`config.mk`:
```
export PLATFORM = sky130hd
export DESIGN_NAME = rbid_ctrl
export DESIGN_NICKNAME = d
export VERILOG_FILES = /design/src/hdl/rbid_pkg.sv /design/src/hdl/rbid_ctrl.sv
export SDC_FILE = /design/constraint.sdc
export NUM_CORES = 1
export LEC_CHECK = 0
export BUFFER_PORTS_ARGS = -buffer_cell sky130_fd_sc_hd__buf_2
export CELL_PAD_IN_SITES_DETAIL_PLACEMENT = 0
export CELL_PAD_IN_SITES_GLOBAL_PLACEMENT = 1
export CORE_AREA = 10 10 52 63
export DETAILED_ROUTE_END_ITERATION = 6
export DIE_AREA = 0 0 62 73
export PLACE_DENSITY = 0.75
export SLEW_MARGIN = 40
export SYNTH_ARGS = -nofsm -noshare
export SYNTH_HDL_FRONTEND = slang
export SYNTH_SLANG_ARGS = --single-unit
```
`constraint.sdc`:
```
create_clock -name clock -period 2.4 [get_ports clock]
set_input_delay 0.24 -clock clock [delete_from_list [all_inputs] [get_ports clock]]
set_output_delay 0.24 -clock clock [all_outputs]
set_load 0.02 [all_outputs]
```
`src/hdl/rbid_pkg.sv`:
```
// Shared types and constants for the rotating bitmap identifier allocator.
package rbid_pkg;

   // Width of the identifier fields on the request and result channels.
   localparam int ID_BITS = 13;

   // Lowest identifier that may ever be granted; 0 and 1 stay reserved.
   localparam int FIRST_FREE_ID = 2;

   typedef enum logic {
      OP_ALLOC   = 1'b0,
      OP_RELEASE = 1'b1
   } opcode_type;

   typedef struct packed {
      opcode_type         opcode;
      logic [ID_BITS-1:0] release_id;
   } req_type;

   typedef struct packed {
      logic [ID_BITS-1:0] granted_id;
      logic               ok;
   } rsp_type;

   // Which result the datapath loads into its result register.
   typedef enum logic [2:0] {
      RSP_NONE     = 3'd0,
      RSP_GRANT    = 3'd1,
      RSP_ECHO_OK  = 3'd2,
      RSP_ECHO_BAD = 3'd3,
      RSP_FAIL     = 3'd4
   } rsp_kind_type;

   // Commands from the controller to the datapath.
   typedef struct packed {
      logic         clear_step;
      logic         load_req;
      logic         scan_start;
      logic         scan_eval;
      logic         alloc_commit;
      logic         cursor_adv;
      logic         div_quot;
      logic         div_rem;
      logic         rd_word;
      logic         release_commit;
      rsp_kind_type rsp;
   } dp_cmd_type;

   // Status from the datapath to the controller.
   typedef struct packed {
      logic clear_done;
      logic is_release;
      logic rel_in_range;
      logic hit;
      logic scan_final;
   } dp_sts_type;

endpackage

```
`src/hdl/rbid_ctrl.sv`:
```
// Controller state machine of the allocator.
module rbid_ctrl (
   input  logic                clock,
   input  logic                reset,
   input  logic                start,
   input  rbid_pkg::dp_sts_type sts,
   output rbid_pkg::dp_cmd_type cmd,
   output logic                busy
);
   import rbid_pkg::*;

   typedef enum logic [10:0] {
      S_CLEAR    = 11'b000_0000_0001,
      S_IDLE     = 11'b000_0000_0010,
      S_SCAN     = 11'b000_0000_0100,
      S_ALLOC_WR = 11'b000_0000_1000,
      S_FAIL_A   = 11'b000_0001_0000,
      S_FAIL_B   = 11'b000_0010_0000,
      S_DIV_Q    = 11'b000_0100_0000,
      S_DIV_R    = 11'b000_1000_0000,
      S_REL_RD   = 11'b001_0000_0000,
      S_REL_WR   = 11'b010_0000_0000,
      S_REJECT   = 11'b100_0000_0000
   } state_type;

   state_type state_ff, state_in;

   always_comb begin
      state_in = state_ff;
      cmd      = '0;
      cmd.rsp  = RSP_NONE;
      unique case (state_ff)
         S_CLEAR: begin
            cmd.clear_step = 1'b1;
            if (sts.clear_done) begin
               state_in = S_IDLE;
            end
         end
         S_IDLE: begin
            if (start) begin
               cmd.load_req = 1'b1;
               if (!sts.is_release) begin
                  cmd.scan_start = 1'b1;
                  state_in       = S_SCAN;
               end else if (sts.rel_in_range) begin
                  state_in = S_DIV_Q;
               end else begin
                  state_in = S_REJECT;
               end
            end
         end
         S_SCAN: begin
            cmd.scan_eval = 1'b1;
            if (sts.hit) begin
               state_in = S_ALLOC_WR;
            end else if (sts.scan_final) begin
               state_in = S_FAIL_A;
            end
         end
         S_ALLOC_WR: begin
            cmd.alloc_commit = 1'b1;
            cmd.rsp          = RSP_GRANT;
            state_in         = S_IDLE;
         end
         S_FAIL_A: begin
            cmd.cursor_adv = 1'b1;
            state_in       = S_FAIL_B;
         end
         S_FAIL_B: begin
            cmd.cursor_adv = 1'b1;
            cmd.rsp        = RSP_FAIL;
            state_in       = S_IDLE;
         end
         S_DIV_Q: begin
            cmd.div_quot = 1'b1;
            state_in     = S_DIV_R;
         end
         S_DIV_R: begin
            cmd.div_rem = 1'b1;
            state_in    = S_REL_RD;
         end
         S_REL_RD: begin
            cmd.rd_word = 1'b1;
            state_in    = S_REL_WR;
         end
         S_REL_WR: begin
            cmd.release_commit = 1'b1;
            cmd.rsp            = RSP_ECHO_OK;
            state_in           = S_IDLE;
         end
         S_REJECT: begin
            cmd.rsp  = RSP_ECHO_BAD;
            state_in = S_IDLE;
         end
         default: begin
            state_in = S_IDLE;
         end
      endcase
   end

   always_ff @(posedge clock) begin
      if (reset) begin
         state_ff <= S_CLEAR;
      end else begin
         state_ff <= state_in;
      end
   end

   assign busy = (state_ff != S_IDLE);

endmodule

```
[Word-level counts from Yosys, hierarchy flattened]
Cells that the tools add are included.
Storage, ports and cells
  register bits: 11
  bits in latches: 0
  bits in writable memories: 0
  bits in read-only memories: 0
  input port bits: 8
  output and inout bits: 14
  memories kept: 0
Operators by class
  $add $sub $neg: 0
  multipliers: 0
  divide/modulo/power cells: 0
  $lt $le $gt $ge: 0
  equal/unequal tests: 15
  shift-type cells: 0
  multiplexer cells: 19
  bitwise gates (word level): 0
  reductions and logical operators: 2
Operators with widths (count)
  one-hot mux 11 bit (7 select lines): 1
  2-to-1 mux 11 bit: 6
  one-hot mux 3 bit (4 select lines): 1
  equality test 11 x 1 -> 1 bit, second input constant: 1
  equality test 11 x 10 -> 1 bit, second input constant: 1
  equality test 11 bit, second input constant: 1
  equality test 11 x 2 -> 1 bit, second input constant: 1
  equality test 11 x 3 -> 1 bit, second input constant: 1
  equality test 11 x 4 -> 1 bit, second input constant: 1
  equality test 11 x 5 -> 1 bit, second input constant: 1
  equality test 11 x 6 -> 1 bit, second input constant: 1
  equality test 11 x 7 -> 1 bit, second input constant: 1
  equality test 11 x 8 -> 1 bit, second input constant: 1
  equality test 11 x 9 -> 1 bit, second input constant: 1
  != test 11 x 2 -> 1 bit, second input constant: 1
  2-to-1 mux 1 bit: 9
  2-to-1 mux 2 bit: 2
  != test 2 bit, second input constant: 2
  != test 3 bit, second input constant: 1
  AND reduction 3 bit: 1
  OR reduction 2 bit: 1

[Depth between registers and ports, before layout]
  depth in word-level cells: 4
  depth in mapped cells: 5
  mapped depth without buffers: 4

[Least setup slack after synthesis]
No wires, ideal clock.
  path type: reg2out
  start: register state_ff[4]
  end: output port cmd[10] in the netlist's numbering
  arrival time: 1.833 ns
  slack: 0.327 ns
  cell stages (with the launch flop): 5
  path through: dfxtp_1 -> or4_4 -> nor4_1 -> nand2_1 -> nor3_1
RTL lines
  start, declared: RTL line rbid_ctrl.sv:26  | state_type state_ff, state_in;
  start signal, assigned: RTL line rbid_ctrl.sv:105  | state_ff <= state_in;
  end, declared: RTL line rbid_ctrl.sv:7  | output rbid_pkg::dp_cmd_type cmd,

==> run summary <==
CORE AREA - 2160 um2
Setup-failing EPs final - 0
GRT overflow - 0
HP Start - sts[4]
worst path required time - 2.16 ns
combinational share of power - 0.162
Critical Path Fanout Max - 6
Cell Area, Synth - 683 um2
Clock Skews - 0.00553 ns
clock root buffer - clkbuf_4
n_diodes - 0
setup_tns - 0 ns
clk_lat worst skew - 0.27 ns
worst rel slew slack - 0.718
Largest register FFs - 11
final WL - 1850 um
worst setup path class - reg -> out
register area - 220 um2
RSZ-0062 raised after global routing - false
outcome - finished, final reports clean
CTS sink cnt - 11
Largest Register - state_ff
CP startpoint - state_ff[4]
drc violations - 0
synth unique cells - 31
Area Growth Syn to Fin - 24.5%
drt wl/cell - 13.5 um
clock transition at the registers of the reported paths - 0.07 ns
Port Buffer Count - 21
Hold/Removal Path Class - in -> reg
FMAX - 434 MHz
arrival time worst endpoint - 2.07 ns
total power - 385 uW
total die area - 4530 um2
antenna-violating nets left - 0
capture point of the critical path - cmd[11]
Final period util - 0.961
drt pass-1 iters - 4
std cell rows - 19
Power Internal - 274 uW
clock share of power - 0.326
reg2reg start - state_ff[4]
drt via density - 5.18
Max VDD drop - 0.000211 V
syn_area_per_cell - 7.94 um2
sequential share of power - 0.512
sequential share of the synthesized area - 0.322
layout cell share with drive strength beyond 1 - 0.283
1st-iter DRT viols - 12
Critical Path Source Type - flip-flop
Die X - 62 um
routability cong. - 0.833
setup bufs post-CTS - 0
reg-to-reg critical path endpoint - state_ff[4]
max-cap viol count - 0
multi-input logic area - 439 um2
pin count of the biggest net entering global routing - 11
fin nets - 115
Lkg Pwr - 0.346 nW
Ys Warns - 0
initial antenna violation count - 0
Layout fillers - 238
largest registers - state_ff (11)
GRT Total Usage - 0.0881
vias in the first global route - 726
Cell Pwr Density - 452 nW/um2
TritonCTS buffer count - 3
CP Capture Type - output port
flop-to-flop setup slack - 0.47 ns
hold_buf cts - 0
Initial Utilization - 0.316
cells on worst reg2reg path - 4
detailed placer's ending HPWL - 1520 um
TritonCTS clock tree - yes
sw power - 111 uW
total I/O pin count - 22
min Tclk post-route - 2.31 ns
Worst-Margin Slew - 0.423 ns
H-tree levels - 1
first-pass GRT wire length - 3100 um
final hold violation count - 0
clk buf depth - 2
Syn Inst Count - 86
Sw Ratio - 0.288
max-slew violations - 0
via count - 710
die height - 73 um
Mapped Nets - 94
Synth Register Bits - 11
-- kinds of logic after synthesis --
group,after synthesis,synth area share
AND/OR/NAND/NOR,50,0.449
AO/OA/AOI/OAI,13,0.134
flip-flops,11,0.322
buffers and inverters,8,0.0440
XOR/XNOR,4,0.0513
-- per-stage QoR --
stage	worst slack, ns	utilization	instances	hold WS [ns]	cell area, um2
after floorplan	0.327	-	86	0.343	683
after global placement	0.336	0.375	133	0.473	812
after detailed placement	0.304	0.375	133	0.472	812
after CTS	0.000939	0.388	137	0.186	840
after global routing	0.00478	0.393	137	0.205	851
final	0.0942	0.393	137	0.198	851
-- final cells by class --
cell class                      count  share of cell area
Tap cell                           31              0.0456
Sequential cell                    11               0.259
Timing Repair Buffer               22               0.138
Clock inverter                      1             0.00588
Multi-Input combinational cell     67               0.516
Clock buffer                        3              0.0265
Inverter                            2             0.00882
-- synthesized netlist by cell type (all sizes together) --
cell type | count | area share
dfxtp | 11 | 0.32
nor2 | 11 | 0.060
nor3 | 8 | 0.059
clkbuf | 6 | 0.033
nand2 | 5 | 0.027
nand2b | 4 | 0.037
nor4 | 4 | 0.059
o21ai | 4 | 0.029
or4 | 3 | 0.044
a21oi | 2 | 0.015
and2 | 2 | 0.018
and4 | 2 | 0.026
inv | 2 | 0.011
nand3 | 2 | 0.015
nand3b | 2 | 0.022
nor4b | 2 | 0.026
o31ai | 2 | 0.022
xnor2 | 2 | 0.026
xor2 | 2 | 0.026
a211oi | 1 | 0.011
a221oi | 1 | 0.013
and3 | 1 | 0.0092
and4b | 1 | 0.015
nand4b | 1 | 0.013
nor2b | 1 | 0.0092
nor3b | 1 | 0.011
o2111ai | 1 | 0.013
o311a | 1 | 0.015
o41a | 1 | 0.016
-- power groups by stage --
stage	registers, mW	clock network (mW)	logic [mW]
final	0.197	0.126	0.0621
after global placement	0.200	0	0.0611
after CTS	0.196	0.130	0.0618
after floorplan	0.191	0	0.0498
after detailed placement	0.201	0	0.0616
after global routing	0.198	0.141	0.0702
-- worst max-delay path, cell delays in order, from the launching register on --
cell and delay [ns]:
dfxtp_1 0.35, or4_4 0.58, or4_4 0.49, nor4_4 0.18, buf_4 0.19
-- worst min path at each step --
stage                       end  slack (ns)  depth (start not counted)
global route        state_ff[0]        0.21                          2
finish              state_ff[0]        0.20                          2
detailed placement  state_ff[0]        0.47                          2
global placement    state_ff[0]        0.47                          2
CTS                 state_ff[0]        0.19                          2
floorplan           state_ff[0]        0.34                          1
-- cell usage in the layout (no fill, tap or decap), types with 3 or more instances in the layout --
master    instances
buf_2            19
buf_4             3
clkbuf_4          3
dfxtp_1          11
nand2_1           5
nand2b_1          4
nor2_1           11
nor3_1            8
o21ai_0           4
-- what timing repair did --
action | CTS | global route
endpoints found under the setup margin | 0 | 3
resized for setup | 0 | 3
endpoints found under the hold margin | 0 | 0
-- per-layer routing --
| layer | GRT usage | up-vias | part of all wire |
|---|---|---|---|
| met5 | 0 | - | 0 |
| met2 | 0.148 | 23 | 0.50 |
| met4 | 0.0448 | 0 | 0.012 |
| met1 | 0.0999 | 327 | 0.43 |
| met3 | 0.0174 | 4 | 0.056 |
| li1 | - | 356 | - |
Note: power is estimated with default switching activity, not from simulation.
